$ cat src/rtl/core/parallel_beam_forward_projector_top_macros.svh
// ----------------------------------------------------------------------------
// Assertion macros for the parallel-beam forward projector
// Shared concurrent assertion forms, compiled out when ASSERT_OFF is set.
// ----------------------------------------------------------------------------
`ifndef PARALLEL_BEAM_FORWARD_PROJECTOR_TOP_MACROS_SVH
`define PARALLEL_BEAM_FORWARD_PROJECTOR_TOP_MACROS_SVH
`ifndef ASSERT_OFF
`define PBFP_ASSERT_IMP(lbl, clk, rstn, ante, cons) \
    lbl: assert property (@(posedge clk) disable iff (!rstn) (ante) |-> (cons)) \
        else $error("pbfp same-cycle assertion failed");
`define PBFP_ASSERT_NEXT(lbl, clk, rstn, ante, cons) \
    lbl: assert property (@(posedge clk) disable iff (!rstn) (ante) |=> (cons)) \
        else $error("pbfp next-cycle assertion failed");
`else
`define PBFP_ASSERT_IMP(lbl, clk, rstn, ante, cons)
`define PBFP_ASSERT_NEXT(lbl, clk, rstn, ante, cons)
`endif
`endif

$ cat src/rtl/core/pbfp_pkg.sv
// ----------------------------------------------------------------------------
// pbfp_pkg
// Sizes, word layouts and shared types of the parallel-beam forward projector.
// ----------------------------------------------------------------------------
`default_nettype none

package pbfp_pkg;

    localparam int GRID_SIZE  = 64;
    localparam int ADDR_W     = $clog2(GRID_SIZE);
    localparam int HALF_W     = ADDR_W - 1;
    localparam int BANK_AW    = 2 * HALF_W;
    localparam int BANK_DEPTH = 1 << BANK_AW;
    localparam int NUM_BANKS  = 4;

    localparam int PIX_W  = 16;
    localparam int ROW_W  = 6;
    localparam int BIN_W  = 6;
    localparam int TRIG_W = 16;
    localparam int SUM_W  = 30;

    localparam int FRAC_W   = 14;
    localparam int WEIGHT_W = FRAC_W + 1;
    localparam int ONE_Q14  = 1 << FRAC_W;
    localparam int SUM_FRAC = 8;
    localparam int SHIFT    = 2 * FRAC_W - SUM_FRAC;
    localparam int WZ_W     = 2 * FRAC_W + 1;
    localparam int PROD_W   = WZ_W + PIX_W;
    localparam int ACC_W    = PROD_W + 2;
    localparam int SAMPLE_W = ACC_W - SHIFT;

    localparam int SPAN_W  = $clog2(2 * GRID_SIZE) + 1;
    localparam int U_W     = ((BIN_W + 2) > SPAN_W) ? (BIN_W + 2) : SPAN_W;
    localparam int COORD_W = U_W + TRIG_W + 1;
    localparam int POS_W   = ADDR_W + FRAC_W + 1;

    localparam int IN_FIELDS_W  = 2 * ROW_W + PIX_W + 2 * TRIG_W + BIN_W;
    localparam int IN_DATA_W    = ((IN_FIELDS_W + 7) / 8) * 8;
    localparam int OUT_FIELDS_W = SUM_W + BIN_W;
    localparam int OUT_DATA_W   = ((OUT_FIELDS_W + 7) / 8) * 8;

    localparam logic [SUM_W-1:0] SUM_MAX = '1;

    localparam logic OP_WRITE = 1'b0;
    localparam logic OP_RAY   = 1'b1;

    typedef struct packed {
        logic [IN_DATA_W-IN_FIELDS_W-1:0] pad;
        logic [BIN_W-1:0]                 detector_bin;
        logic signed [TRIG_W-1:0]         view_msin;
        logic signed [TRIG_W-1:0]         view_cos;
        logic [PIX_W-1:0]                 pixel_value;
        logic [ROW_W-1:0]                 pixel_col;
        logic [ROW_W-1:0]                 pixel_row;
    } in_word_t;

    typedef enum logic [2:0] {
        ST_IDLE,
        ST_SETUP,
        ST_INIT,
        ST_WALK,
        ST_DRAIN,
        ST_LOAD
    } ctrl_state_t;

    typedef struct packed {
        logic                valid;
        logic                first;
        logic                last;
        logic                in_grid;
        logic                a_odd;
        logic                b_odd;
        logic [WEIGHT_W-1:0] c1;
        logic [WEIGHT_W-1:0] c2;
    } sample_t;

    typedef struct packed {
        logic valid;
        logic first;
        logic last;
        logic in_grid;
    } tag_t;

    typedef struct packed {
        logic             ready;
        logic             load;
        logic [BIN_W-1:0] bin;
    } ctrl_status_t;

endpackage

`default_nettype wire

$ cat src/rtl/core/pbfp_ctrl.sv
// ----------------------------------------------------------------------------
// pbfp_ctrl
// Sequencer: pixel writes, ray setup, sample walk and bank address generation.
// ----------------------------------------------------------------------------
`default_nettype none
`include "parallel_beam_forward_projector_top_macros.svh"

module pbfp_ctrl (
    input  wire logic                                                   aclk,
    input  wire logic                                                   aresetn,
    input  wire logic                                                   in_valid,
    input  wire logic                                                   in_op,
    input  wire pbfp_pkg::in_word_t                                     in_word,
    input  wire logic                                                   out_free,
    input  wire logic                                                   done_i,
    output pbfp_pkg::ctrl_status_t                                      status_o,
    output logic                                                        wr_en,
    output logic [1:0]                                                  wr_bank,
    output logic [pbfp_pkg::BANK_AW-1:0]                                wr_addr,
    output logic [pbfp_pkg::PIX_W-1:0]                                  wr_data,
    output logic [pbfp_pkg::NUM_BANKS-1:0][pbfp_pkg::BANK_AW-1:0]       rd_addr,
    output pbfp_pkg::sample_t                                           samp_o
);
    import pbfp_pkg::*;

    localparam logic signed [COORD_W-1:0] SPAN_C    = COORD_W'(GRID_SIZE - 1);
    localparam logic signed [COORD_W-1:0] LIM_C     = COORD_W'((GRID_SIZE - 1) * ONE_Q14);
    localparam logic signed [COORD_W-1:0] NEG_LIM_C = -LIM_C;
    localparam logic signed [U_W-1:0]     SPAN_U    = U_W'(GRID_SIZE - 1);
    localparam logic [ADDR_W-1:0]         LAST_J    = ADDR_W'(GRID_SIZE - 1);
    localparam logic [ADDR_W-1:0]         EDGE_BASE = ADDR_W'(GRID_SIZE - 2);
    localparam logic [WEIGHT_W-1:0]       ONE_W     = WEIGHT_W'(ONE_Q14);

    ctrl_state_t state_reg, state_next;

    logic signed [TRIG_W-1:0]  cs_reg, cs_next;
    logic signed [TRIG_W-1:0]  ms_reg, ms_next;
    logic [BIN_W-1:0]          bin_reg, bin_next;
    logic signed [COORD_W-1:0] ucs_reg, ucs_next;
    logic signed [COORD_W-1:0] ums_reg, ums_next;
    logic signed [COORD_W-1:0] kcs_reg, kcs_next;
    logic signed [COORD_W-1:0] kms_reg, kms_next;
    logic signed [COORD_W-1:0] x_reg, x_next;
    logic signed [COORD_W-1:0] y_reg, y_next;
    logic [ADDR_W-1:0]         j_reg, j_next;
    sample_t                   samp_reg, samp_next;

    logic                      in_acc;
    logic                      walk;
    logic                      walk_end;
    logic signed [U_W-1:0]     u2;
    logic signed [COORD_W-1:0] u2_c;
    logic signed [COORD_W-1:0] cs_c;
    logic signed [COORD_W-1:0] ms_c;
    logic [ADDR_W-1:0]         a_cur;
    logic [ADDR_W-1:0]         b_cur;
    logic [WEIGHT_W-1:0]       c1_cur;
    logic [WEIGHT_W-1:0]       c2_cur;
    logic                      x_in;
    logic                      y_in;
    logic [ADDR_W-1:0]         row_ext;
    logic [ADDR_W-1:0]         col_ext;

    function automatic logic [ADDR_W+WEIGHT_W-1:0] split_pos(
        input logic signed [COORD_W-1:0] c
    );
        logic [COORD_W-1:0]  s;
        logic [POS_W-1:0]    p;
        logic [ADDR_W-1:0]   base;
        logic [WEIGHT_W-1:0] w;
        s    = c + LIM_C;
        p    = s[POS_W-1:0];
        base = p[POS_W-1:FRAC_W+1];
        w    = WEIGHT_W'(p[FRAC_W:1]);
        if (base >= LAST_J) begin
            base = EDGE_BASE;
            w    = ONE_W;
        end
        return {base, w};
    endfunction

    function automatic logic [HALF_W-1:0] half_idx(
        input logic [ADDR_W-1:0] base,
        input logic              parity
    );
        return base[ADDR_W-1:1] + HALF_W'(base[0] & ~parity);
    endfunction

    assign in_acc   = in_valid && status_o.ready;
    assign walk_end = walk && (j_reg == LAST_J);
    assign u2       = $signed(U_W'({bin_reg, 1'b0})) - SPAN_U;
    assign u2_c     = COORD_W'(u2);
    assign cs_c     = COORD_W'(cs_reg);
    assign ms_c     = COORD_W'(ms_reg);

    assign {a_cur, c1_cur} = split_pos(x_reg);
    assign {b_cur, c2_cur} = split_pos(y_reg);
    assign x_in = (x_reg <= LIM_C) && (x_reg >= NEG_LIM_C);
    assign y_in = (y_reg <= LIM_C) && (y_reg >= NEG_LIM_C);

    assign row_ext = ADDR_W'(in_word.pixel_row);
    assign col_ext = ADDR_W'(in_word.pixel_col);

    always_comb begin
        state_next = state_reg;
        case (state_reg)
            ST_IDLE: begin
                if (in_acc && (in_op == OP_RAY)) begin
                    state_next = ST_SETUP;
                end
            end
            ST_SETUP: begin
                state_next = ST_INIT;
            end
            ST_INIT: begin
                state_next = ST_WALK;
            end
            ST_WALK: begin
                if (j_reg == LAST_J) begin
                    state_next = ST_DRAIN;
                end
            end
            ST_DRAIN: begin
                if (done_i) begin
                    state_next = ST_LOAD;
                end
            end
            ST_LOAD: begin
                if (out_free) begin
                    state_next = ST_IDLE;
                end
            end
            default: begin
                state_next = ST_IDLE;
            end
        endcase
    end

    always_comb begin
        status_o.ready = (state_reg == ST_IDLE);
        status_o.load  = (state_reg == ST_LOAD) && out_free;
        status_o.bin   = bin_reg;
        walk           = (state_reg == ST_WALK);
        wr_en          = (state_reg == ST_IDLE) && in_valid && (in_op == OP_WRITE)
                         && (32'(in_word.pixel_row) < 32'(GRID_SIZE))
                         && (32'(in_word.pixel_col) < 32'(GRID_SIZE));
    end

    always_comb begin
        wr_bank = {row_ext[0], col_ext[0]};
        wr_addr = {row_ext[ADDR_W-1:1], col_ext[ADDR_W-1:1]};
        wr_data = in_word.pixel_value;
        for (int bk = 0; bk < NUM_BANKS; bk++) begin
            rd_addr[bk] = {half_idx(a_cur, 1'(bk >> 1)), half_idx(b_cur, 1'(bk))};
        end
    end

    always_comb begin
        cs_next  = cs_reg;
        ms_next  = ms_reg;
        bin_next = bin_reg;
        ucs_next = ucs_reg;
        ums_next = ums_reg;
        kcs_next = kcs_reg;
        kms_next = kms_reg;
        x_next   = x_reg;
        y_next   = y_reg;
        j_next   = j_reg;
        case (state_reg)
            ST_IDLE: begin
                if (in_acc && (in_op == OP_RAY)) begin
                    cs_next  = in_word.view_cos;
                    ms_next  = in_word.view_msin;
                    bin_next = in_word.detector_bin;
                end
            end
            ST_SETUP: begin
                ucs_next = u2_c * cs_c;
                ums_next = u2_c * ms_c;
                kcs_next = SPAN_C * cs_c;
                kms_next = SPAN_C * ms_c;
            end
            ST_INIT: begin
                x_next = ucs_reg + kms_reg;
                y_next = ums_reg - kcs_reg;
                j_next = '0;
            end
            ST_WALK: begin
                x_next = x_reg - (ms_c <<< 1);
                y_next = y_reg + (cs_c <<< 1);
                j_next = j_reg + 1'b1;
            end
            default: begin
                j_next = j_reg;
            end
        endcase

        samp_next.valid   = walk;
        samp_next.first   = (j_reg == '0);
        samp_next.last    = (j_reg == LAST_J);
        samp_next.in_grid = x_in && y_in;
        samp_next.a_odd   = a_cur[0];
        samp_next.b_odd   = b_cur[0];
        samp_next.c1      = c1_cur;
        samp_next.c2      = c2_cur;
    end

    always_ff @(posedge aclk) begin
        if (!aresetn) begin
            state_reg <= ST_IDLE;
            samp_reg  <= '0;
        end else begin
            state_reg <= state_next;
            samp_reg  <= samp_next;
        end
    end

    always_ff @(posedge aclk) begin
        cs_reg  <= cs_next;
        ms_reg  <= ms_next;
        bin_reg <= bin_next;
        ucs_reg <= ucs_next;
        ums_reg <= ums_next;
        kcs_reg <= kcs_next;
        kms_reg <= kms_next;
        x_reg   <= x_next;
        y_reg   <= y_next;
        j_reg   <= j_next;
    end

    assign samp_o = samp_reg;

    `PBFP_ASSERT_IMP(a_write_only_idle, aclk, aresetn, wr_en, state_reg == ST_IDLE)
    `PBFP_ASSERT_NEXT(a_walk_ends, aclk, aresetn, walk_end, state_reg == ST_DRAIN)
    `PBFP_ASSERT_IMP(a_done_in_drain, aclk, aresetn, done_i, state_reg == ST_DRAIN)

endmodule

`default_nettype wire

$ cat config.mk
export PLATFORM = sky130hd
export DESIGN_NAME = pbfp_ctrl
export DESIGN_NICKNAME = d
export VERILOG_FILES = /design/src/rtl/core/pbfp_pkg.sv /design/src/rtl/core/pbfp_ctrl.sv
export VERILOG_INCLUDE_DIRS = /design/src /design/src/rtl/core
export SDC_FILE = /design/constraint.sdc
export NUM_CORES = 1
export LEC_CHECK = 0
export ABC_CLOCK_PERIOD_IN_PS = 6750
export BUFFER_PORTS_ARGS = -buffer_cell sky130_fd_sc_hd__buf_2
export CAP_MARGIN = 15
export CORE_UTILIZATION = 63
export DETAILED_ROUTE_END_ITERATION = 8
export HOLD_SLACK_MARGIN = 0.08
export PLACE_DENSITY_LB_ADDON = 0.15
export SLEW_MARGIN = 20
export SYNTH_ARGS = -nofsm -noshare
export SYNTH_HDL_FRONTEND = slang
export SYNTH_SLANG_ARGS = --single-unit
export TNS_END_PERCENT = 1
$ cat constraint.sdc
create_clock -name aclk -period 6.75 [get_ports aclk]
set_clock_uncertainty 0.1 [all_clocks]
set_input_delay 0.3375 -clock aclk [delete_from_list [all_inputs] [get_ports aclk]]
set_output_delay 0.3375 -clock aclk [all_outputs]
set_load 0.1 [all_outputs]
# Yosys cells after proc, flatten, opt, wreduce, memory -nomap -nowiden
# Index checks and enable logic that the tools add are counted.
# classes
bitwise_logic	2
eq_ne	10
multipliers	4
magnitude_cmp	6
n_reduce_logical	14
n_mux	12
n_addsub	10
# ops
op	count
$pmux W25 S2	2
$ge A25 B21 Y1 const B	2
$le A25 B21 Y1 const B	2
$mul A8 B16 Y24	2
$mul A7 B16 Y23 const A	2
$add A21 B21 Y21 const B	2
$mux W15	2
$add A25 B17 Y25	1
$add A25 B25 Y25	1
$sub A25 B17 Y25	1
$sub A25 B25 Y25	1
$pmux W3 S6	1
$ge A6 B6 Y1 const B	2
$mux W3	4
$mux W6	2
$pmux W6 S2	1
$add A5 B1 Y5	2
$sub A7 B6 Y8 const B	1
$logic_and A1 B1 Y1	7
$add A6 B1 Y6 const B	1
$eq A3 B2 Y1 const B	2
$eq A3 B3 Y1 const B	2
$eq A6 B6 Y1 const B	1
$logic_not A6 Y1	1
other kinds (9)	13
# word_totals
ff_bits	233
word_cells	79

# Logic depth before layout (Yosys ltp)
# Gate-level depths: netlist of run 1.
# depth
depth_word	5
depth_mapped	21
ltp_nobuf	19

# Worst setup path after synthesis of run 1
# OpenSTA, ideal clock, no wires.
# synth_path
path_type	register to register
from	register bin_reg[5]
to	register ucs_reg[22] (data pin)
setup_slack_ns	0.742
stages_incl_launch_ff	20
n_path_buf	3
setup_ns	0.264
period_less_slack_ns	6.008
arrival_ns	5.644
required_time_ns	6.386
path_cell_list	edfxtp_1 > clkbuf_1 > clkbuf_1 > clkbuf_1 > nor2_1 > fa_1 > fa_1 > fa_1 > inv_1 > fa_1 > inv_1 > ha_1 > or3_1 > o21ai_0 > inv_1 > o21a_1 > a221o_1 > o311a_1 > a221oi_1 > xnor2_1
# synth_via
elab_chain_cells	2
# synth_rtl
item	line_no	source
from (decl)	pbfp_ctrl.sv:38	logic [BIN_W-1:0] bin_reg, bin_next;
from (signal assigned)	pbfp_ctrl.sv:221	bin_reg <= bin_next;
$sub A7 B6 Y8	pbfp_ctrl.sv:91	assign u2 = $signed(U_W'({bin_reg, 1'b0})) - SPAN_U;
$mul A8 B16 Y24	pbfp_ctrl.sv:178	ucs_next = u2_c * cs_c;
to (signal assigned)	pbfp_ctrl.sv:222	ucs_reg <= ucs_next;
to (decl)	pbfp_ctrl.sv:39	logic signed [COORD_W-1:0] ucs_reg, ucs_next;
# Every way passes these cells.
# A chain may end at the register's enable or synchronous reset.

# Worst setup path in the final report of run 1
# layout_path
from	register bin_reg[2]
to	register ums_reg[20] (data pin)
# layout_via
elab_chain_cells	2
# layout_rtl
item	line_no	source
$sub A7 B6 Y8	pbfp_ctrl.sv:91	
$mul A8 B16 Y24	pbfp_ctrl.sv:179	ums_next = u2_c * ms_c;
to (signal assigned)	pbfp_ctrl.sv:223	ums_reg <= ums_next;
to (decl)	pbfp_ctrl.sv:40	logic signed [COORD_W-1:0] ums_reg, ums_next;
# Every way passes these cells.

==> metrics.cfg, run 1 <==
[clocking]
cts.sinks=225
post_cts_resized=0
cts_tree=built
cts-root-buf=clkbuf_16
cts_buffers=28
h-tree-depth=1
clockBufferDepth=3
clkSlewWorstSetupHoldPaths_ns=0.06
clock_latency_ns=0.58

[route]
antenna_left=0
drt-initial-drc-count=1481
firstDrtPassIters=7
via_count=19300
wirelength_um=60800
wl_per_cell_um=18.0
vias_per_cell=5.72
drcViolationCount=0

[global_route]
grt_overflow_total=0
gr-usage-all-layers_pct=29.1
grt_pass1_vias=19600
grt_max_degree=60
antenna_found_initial=0
grt_pass1_wl_um=100000

[yosys]
synth_seq_cells=225
synth_edf_count=186
synth_cells=2708
synth_top_area_share_pct=24.5
synth_area_leaders=fa_1, edfxtp_1, ha_1
async_reset_ff_share_pct=0
yosysSeqAreaShare_pct=23.9
yosysTopAreaCell=fa_1
synth_fp_nets=3388
ys_dominant_reg_cell=edfxtp_1
synth_cell_types=72
yosysWarnings=0
syn_area_um2=26700
syn_area_per_cell_um2=9.85

[worst_setup_path]
critPathLaunchType=flip-flop
path_class=flip-flop to flip-flop
crit_arrival_ns=6.21
crit_path_max_fanout=28
crit_path_end_kind=flip-flop
required_ns=6.97

[floorplan]
die_w_um=208
die_h_um=208
rows=75
die_area_um2=43200
num_io_pins=191
coreArea_um2=41900
start_util_pct=63.7

[timing]
fmax_ghz=0.167
final.setup.tns_ns=0
period_share_pct=88.7
final_hold_viol_count=0
setup-violations-final=0
min_period_ns=5.99
worst_slack_ns=0.761
rsz0062_at_grt=false
maxSlewHeadroom_pct=25.2
slew_violations=0
tightest_slew_ns=1.12

[final_layout]
fin_nets=3500
area_growth_pct=8.24
final_core_util_pct=69.0
final_cell_mix=inv_1, fa_1, ha_1, edfxtp_1, nor2_1
largest_reg_flops=36
nFillCells=3231
layout_commonest_cell=inv_1
n_antenna_cell=0
drive_gt1_share_pct=7.99

[placement]
place_ws_ns=0.828
globalplace.congestion=0.917
io_buffer_count=128
hpwl_um=48100

[run_status]
outcome=complete, no violations

[hold_path]
hp-class=input pin to flip-flop

[run]
drv_cap=0

==> repair_timing <==
action	in CTS	in global routing
hold buffers	38	0
buffers inserted	0	0
hold endpoints to repair	38	0
==> worst max-delay path, cell delays in order, from the launching register on <==
cell	delay [ns]
edfxtp_1	1.06
and2_1	0.27
fa_1	0.46
fa_1	0.53
fa_1	0.49
inv_1	0.05
fa_1	0.48
inv_1	0.04
ha_1	0.35
a21oi_1	0.17
nor2b_1	0.07
a311o_1	0.36
a41oi_1	0.40
o21ai_0	0.14
a21oi_1	0.30
o21ai_0	0.14
a21oi_1	0.20
xnor2_1	0.09
==> cell type report <==
cell class	instances	area [um^2]	area share, %
Multi-Input combinational cell	1878	17800	61.7
Sequential cell	225	6370	22.0
Inverter	492	1850	6.40
Timing Repair Buffer	195	1250	4.33
Clock buffer	34	797	2.76
Tap cell	539	674	2.34
Clock inverter	16	135	0.468
==> worst paths after layout <==
kind,start,endpoint,slack (ns),depth (start not counted)
max,bin_reg[2]$_DFFE_PP_,ums_reg[20]$_DFFE_PP_,0.76,17
min,out_free,state_reg[0]$_SDFFE_PN0P_,0.12,4
max reg2reg,bin_reg[2]$_DFFE_PP_,ums_reg[20]$_DFFE_PP_,0.76,17
min reg2reg,x_reg[3]$_DFFE_PP_,samp_o[17]$_SDFF_PP0_,0.45,1
==> layer usage <==
metal	vias up	global-route usage [%]	wire length (um)
li1	9071	-	-
met5	-	0	0
met4	0	8.10	1710
met2	584	48.4	28700
met3	102	3.84	3900
met1	9587	40.2	26500
==> logic make-up after synthesis <==
family	synth area share (%)
DFF	23.9
adders and majority gates	37.4
xor gates and xnor gates	6.30
buffers and inverters	9.46
and+or+nand+nor	11.7
AOI/OAI and AO/OA	10.9
muxes	0.338
==> synthesized netlist by cell type (23+ instances only) <==
cell and instances:
nor2_1 177, buf_4 58, inv_1 492, fa_1 326, xor2_1 53, and2_1 125, clkbuf_1 51, o21a_1 34
nand2_1 129, nor3_1 25, nand2b_1 27, nand3_1 23, a211oi_1 25, a21o_1 52, a21oi_1 132, ha_1 276
and3_1 44, xnor2_1 139, o21ai_0 88, edfxtp_1 186, dfxtp_1 39
==> through the flow <==
stage          area [um^2]  cells  hold WS, ns
4_1_cts              28900   3379       0.0922
3_3_place_gp         27600   3291        0.414
6_report             28900   3379        0.120
3_5_place_dp         27600   3291        0.416
2_1_floorplan        26700   2708        0.336
5_1_grt              28900   3379        0.169
Power of run 1 is not shown: default switching activity piles up to over one toggle a cycle in this logic, so the estimate is an artifact.
==> inputs of run 2 (changes only) <==
--- a/config.mk
+++ b/config.mk
@@ -11,6 +11,7 @@
 export CAP_MARGIN = 15
 export CORE_UTILIZATION = 63
 export DETAILED_ROUTE_END_ITERATION = 8
+export GPL_TIMING_DRIVEN = 0
 export HOLD_SLACK_MARGIN = 0.08
 export PLACE_DENSITY_LB_ADDON = 0.15
 export SLEW_MARGIN = 20
==> run 2 against run 1 <==
  * Register-to-register slack lost 0.51 ns
  * Non-clock buffer count is 123 higher
  * Core utilization is 1.8 points higher
  * Critical path depth rose by 3
  * Final cell count rose by 3.7%
  * Worst setup slack worse by 0.51 ns
  * Die area unchanged
  * Sequential share of layout area fell by 0.56 points
  * Global-route usage increased by 2.4 points
  * Cell area increased by 2.6%
  * Sequential cell count stayed put
  * Critical path type unchanged
==> metrics.cfg, run 2 (synthesis gave the netlist of run 1 again) <==
[worst_setup_path]
crit_start=bin_reg[5]$_DFFE_PP_
reg2reg_slack_ns=0.25
crit_family=adder cells
crit_arrival_ns=6.74
required_ns=6.99
critical_path_buf_inv_count=7
path_class=flip-flop to flip-flop
crit_path_max_fanout=10
r2r_start=bin_reg[5]$_DFFE_PP_
path_cells=clkbuf_1 > clkbuf_1 > inv_1 > fa_1 > inv_1 > fa_1 > inv_1 > fa_1 > inv_1 > fa_1 > inv_1 > ha_1 > o21a_1 > a311o_1 > a41oi_1 > o21ai_0 > a21oi_1 > o21ai_0 > a21oi_1 > xnor2_1
critPathLaunchType=flip-flop
max_stage_delay_ns=0.58
crit_path_end_kind=flip-flop
cp_slowest_cell=fa_1
crit_top_cell=inv_1

[global_route]
grt_use_met2_pct=50.0
gr-usage-all-layers_pct=31.5
grt_pass1_vias=20100
grt_overflow_total=0
grtUsageMet1_pct=43.5
grt_max_degree=51
use_met3_pct=5.37
grt.busiest_layer=met2
antenna_found_initial=0
grt_pass1_wl_um=106000

[timing]
setup-violations-final=0
rsz0062_at_grt=false
final.setup.tns_ns=0
fmax_ghz=0.154
min_period_ns=6.50
final_hold_viol_count=0
hold-worst-slack_ns=0.109
tightest_slew_ns=1.02
maxSlewHeadroom_pct=32.3
slew_violations=0
period_share_pct=96.3

[run]
drv_cap=0

[final_layout]
area_growth_pct=11.1
fin_nets=3623
largest_reg_flops=36
final_cell_mix=inv_1, fa_1, ha_1, edfxtp_1, nor2_1
drive_gt1_share_pct=9.98
layout_commonest_cell=inv_1
finalNonFillerCells=3505

[route]
firstDrtPassIters=8
vias_per_cell=5.74
drt-initial-drc-count=1650
wl_per_cell_um=18.9
antenna_left=0
via_count=20100
drcViolationCount=0
wirelength_um=66400

[hold_path]
hp-class=input pin to flip-flop
worstHoldStart=done_i

[placement]
hpwl_um=53100
placed_cells=3407
globalplace.congestion=0.911
io_buffer_count=156

[clocking]
cts_buffers=28
clkSlewWorstSetupHoldPaths_ns=0.07
cts_tree=built
cts-root-buf=clkbuf_16
clock_latency_ns=0.60
h-tree-depth=1
cts.sinks=225
clockBufferDepth=3

[floorplan]
die_w_um=208
coreArea_um2=41900
rows=75
start_util_pct=63.7
num_io_pins=191
die_h_um=208
die_area_um2=43200

[run_status]
outcome=complete, no violations

-- run 2: cell count changes in the layout (fill, tap and decap cells not counted), sizes merged --
| cell | previous run | this run |
|---|---|---|
| buf | 157 | 225 |
| bufinv | 1 | 2 |
| clkbuf | 34 | 86 |
| diode | 0 | 1 |
| dlygate4sd3 | 38 | 40 |
| inv | 496 | 498 |
-- run 2: area by class of cell --
| class | instances | area (um^2) |
|---|---|---|
| tap | 539 | 674 |
| clock inverter | 19 | 199 |
| multi-input combinational | 1878 | 17800 |
| inverter | 492 | 1850 |
| antenna | 1 | 2.50 |
| buffer | 113 | 678 |
| clock buffer | 33 | 751 |
| fill | 3132 | 12200 |
| timing repair buffer | 205 | 1310 |
| sequential | 225 | 6370 |
-- run 2: layer usage --
metal	up-vias	routed length, um
met5	-	0
met4	0	2770
li1	9336	-
met1	9820	28000
met3	158	5430
met2	788	30200
-- run 2: worst paths after layout --
check | to | depth (start not counted)
setup / recovery | ums_reg[20]$_DFFE_PP_ | 20
hold / removal | state_reg[0]$_SDFFE_PN0P_ | 5
setup reg to reg | ums_reg[20]$_DFFE_PP_ | 20
hold reg to reg | samp_o[15]$_SDFF_PP0_ | 1
-- run 2: what timing repair did --
| item | in CTS | in global routing |
|---|---|---|
| buffers inserted | 0 | 5 |
| setup endpoints to repair | 0 | 2 |
| gates resized for setup | 0 | 2 |
| hold buffers | 40 | 0 |
| hold endpoints to repair | 41 | 0 |
-- run 2: tightest hold or removal path, delay by kind of cell --
family	cells	cell delay, ns
buffers and inverters	2	0.11
AOI/OAI and AO/OA	2	0.25
and+or+nand+nor	1	0.08
-- run 2: per-stage QoR --
stage          setup slack [ns]  util [%]  area (um^2)
2_1_floorplan             0.742         -        26700
3_3_place_gp           -0.00964      67.2        28100
3_5_place_dp              0.192      67.5        28200
4_1_cts                   0.172      70.7        29600
5_1_grt                  0.0431      70.8        29600
6_report                  0.253      70.8        29600
Power of run 2 is left out for the same reason.
==> inputs of run 3 (changes only) <==
--- a/config.mk
+++ b/config.mk
@@ -14,6 +14,7 @@
 export GPL_TIMING_DRIVEN = 0
 export HOLD_SLACK_MARGIN = 0.08
 export PLACE_DENSITY_LB_ADDON = 0.15
+export REMOVE_ABC_BUFFERS = 1
 export SLEW_MARGIN = 20
 export SYNTH_ARGS = -nofsm -noshare
 export SYNTH_HDL_FRONTEND = slang
==> run 3 against run 2 <==
  * First-iteration DRC count is 30% lower
  * Via count is 4.6% lower
  * Global-route usage is 3.0 points lower
  * Critical path depth is 4 lower
  * Sequential cell count stayed put
  * Final cell count is 4.0% lower
  * Count of clock-buffer cells in the layout is 4 higher
  * Die area stayed put
  * Critical endpoint is now ucs_reg[22]$_DFFE_PP_
==> metrics.cfg, run 3 (synthesis gave the netlist of run 1 again) <==
[run_status]
outcome=complete, no violations

[floorplan]
die_area_um2=43200
num_io_pins=191
die_h_um=208
die_w_um=208
coreArea_um2=41900
start_util_pct=63.7
rows=75

[timing]
period_share_pct=93.6
tightest_slew_ns=0.885
slew_violations=0
maxSlewHeadroom_pct=40.6
worst_slack_ns=0.430
final.setup.tns_ns=0
hold-worst-slack_ns=0.131
final_hold_viol_count=0
setup-violations-final=0
min_period_ns=6.32
rsz0062_at_grt=false
fmax_ghz=0.158

[route]
dr.max_layer_used=met4
drt-initial-drc-count=1148
firstDrtPassIters=7
wl_per_cell_um=17.6
via_count=19200
drcViolationCount=0
wirelength_um=59200
vias_per_cell=5.70
routed-wl-met2_um=28200
wl_met1_um=26200
met3_length_um=3130
antenna_left=0

[placement]
hpwl_um=46100
io_buffer_count=128
place_ws_ns=0.533
globalplace.congestion=0.859

[final_layout]
drive_gt1_share_pct=7.26
fin_nets=3485
final_cell_mix=inv_1, fa_1, ha_1, edfxtp_1, nor2_1
area_growth_pct=8.42
n_antenna_cell=0
layout_commonest_cell=inv_1
largest_reg_flops=36
final_core_util_pct=69.1

[clocking]
cts_tree=built
h-tree-depth=1
cts-root-buf=clkbuf_16
cts_buffers=26
cts.sinks=225
clkSlewWorstSetupHoldPaths_ns=0.07
clockBufferDepth=3
clock_latency_ns=0.58

[worst_setup_path]
crit_start=bin_reg[5]$_DFFE_PP_
worstReg2RegEnd=ucs_reg[22]$_DFFE_PP_
reg2reg_slack_ns=0.43
critPathLaunchType=flip-flop
required_ns=6.92
crit_path_end_kind=flip-flop
crit_arrival_ns=6.49
crit_path_max_fanout=22
path_class=flip-flop to flip-flop
r2r_start=bin_reg[5]$_DFFE_PP_
rr_worst_depth=16

[hold_path]
hp-class=input pin to flip-flop
min_path_cells=5
worstHoldStart=done_i
hold_end=state_reg[0]$_SDFFE_PN0P_

[global_route]
grt_pass1_vias=19500
grt_overflow_total=0
grt_max_degree=57
gr-usage-all-layers_pct=28.5
grt_pass1_wl_um=98700
antenna_found_initial=0

[run]
drv_cap=0

[run 3: changes by cell type in the layout (fill, tap and decap cells not counted), sizes merged]
cell | previous run | this run
buf | 225 | 143
clkbuf | 86 | 37
inv | 498 | 493
clkinv | 9 | 7
clkinvlp | 2 | 1
diode | 1 | 0
dlygate4sd3 | 40 | 39
[run 3: layout make-up]
| class | count | area, um^2 |
|---|---|---|
| Timing Repair Buffer | 182 | 1350 |
| Inverter | 492 | 1850 |
| Sequential cell | 225 | 6370 |
| Clock inverter | 11 | 115 |
| Fill cell | 3127 | 12900 |
| Tap cell | 539 | 674 |
| Clock buffer | 37 | 764 |
| Multi-Input combinational cell | 1878 | 17800 |
[run 3: routing by layer]
layer | up-vias | GRT usage [%]
met3 | 74 | 3.87
met1 | 9580 | 39.9
met5 | - | 0.445
met2 | 478 | 46.6
li1 | 9044 | -
met4 | 0 | 8.05
[run 3: per-stage QoR]
| stage | std cells | cell area, um^2 |
|---|---|---|
| 2_1_floorplan | 2595 | 26000 |
| 5_1_grt | 3364 | 28900 |
| 3_3_place_gp | 3262 | 27300 |
| 4_1_cts | 3362 | 28900 |
| 3_5_place_dp | 3275 | 27600 |
| 6_report | 3364 | 28900 |
[run 3: worst max path at each step]
stage | depth (start not counted) | slack [ns] | end
after CTS | 19 | 0.50 | ums_reg[23]$_DFFE_PP_
after floorplan | 11 | -2.21 | rd_addr[17]
after global placement | 5 | -1.97 | x_reg[9]$_DFFE_PP_
after detailed placement | 16 | 0.53 | ucs_reg[22]$_DFFE_PP_
final | 16 | 0.43 | ucs_reg[22]$_DFFE_PP_
after global routing | 19 | 0.15 | ums_reg[20]$_DFFE_PP_
[run 3: worst max-delay path, stage by stage (launching register included)]
cell and delay (ns):
edfxtp_1 0.81, buf_8 0.27, inv_1 0.26, fa_1 0.63, inv_1 0.06, fa_1 0.48
fa_1 0.50, fa_1 0.50, inv_1 0.04, ha_1 0.31, o21ai_0 0.11, a21boi_0 0.31
o21a_1 0.32, a221o_1 0.37, o311a_1 0.36, a221oi_1 0.37, xnor2_1 0.20
[run 3: what timing repair did]
item,4_1_cts,5_1_grt
hold endpoints to repair,39,0
resized for setup,0,0
hold buffers,39,0
buffers inserted,0,0
Power of run 3 is left out for the same reason.
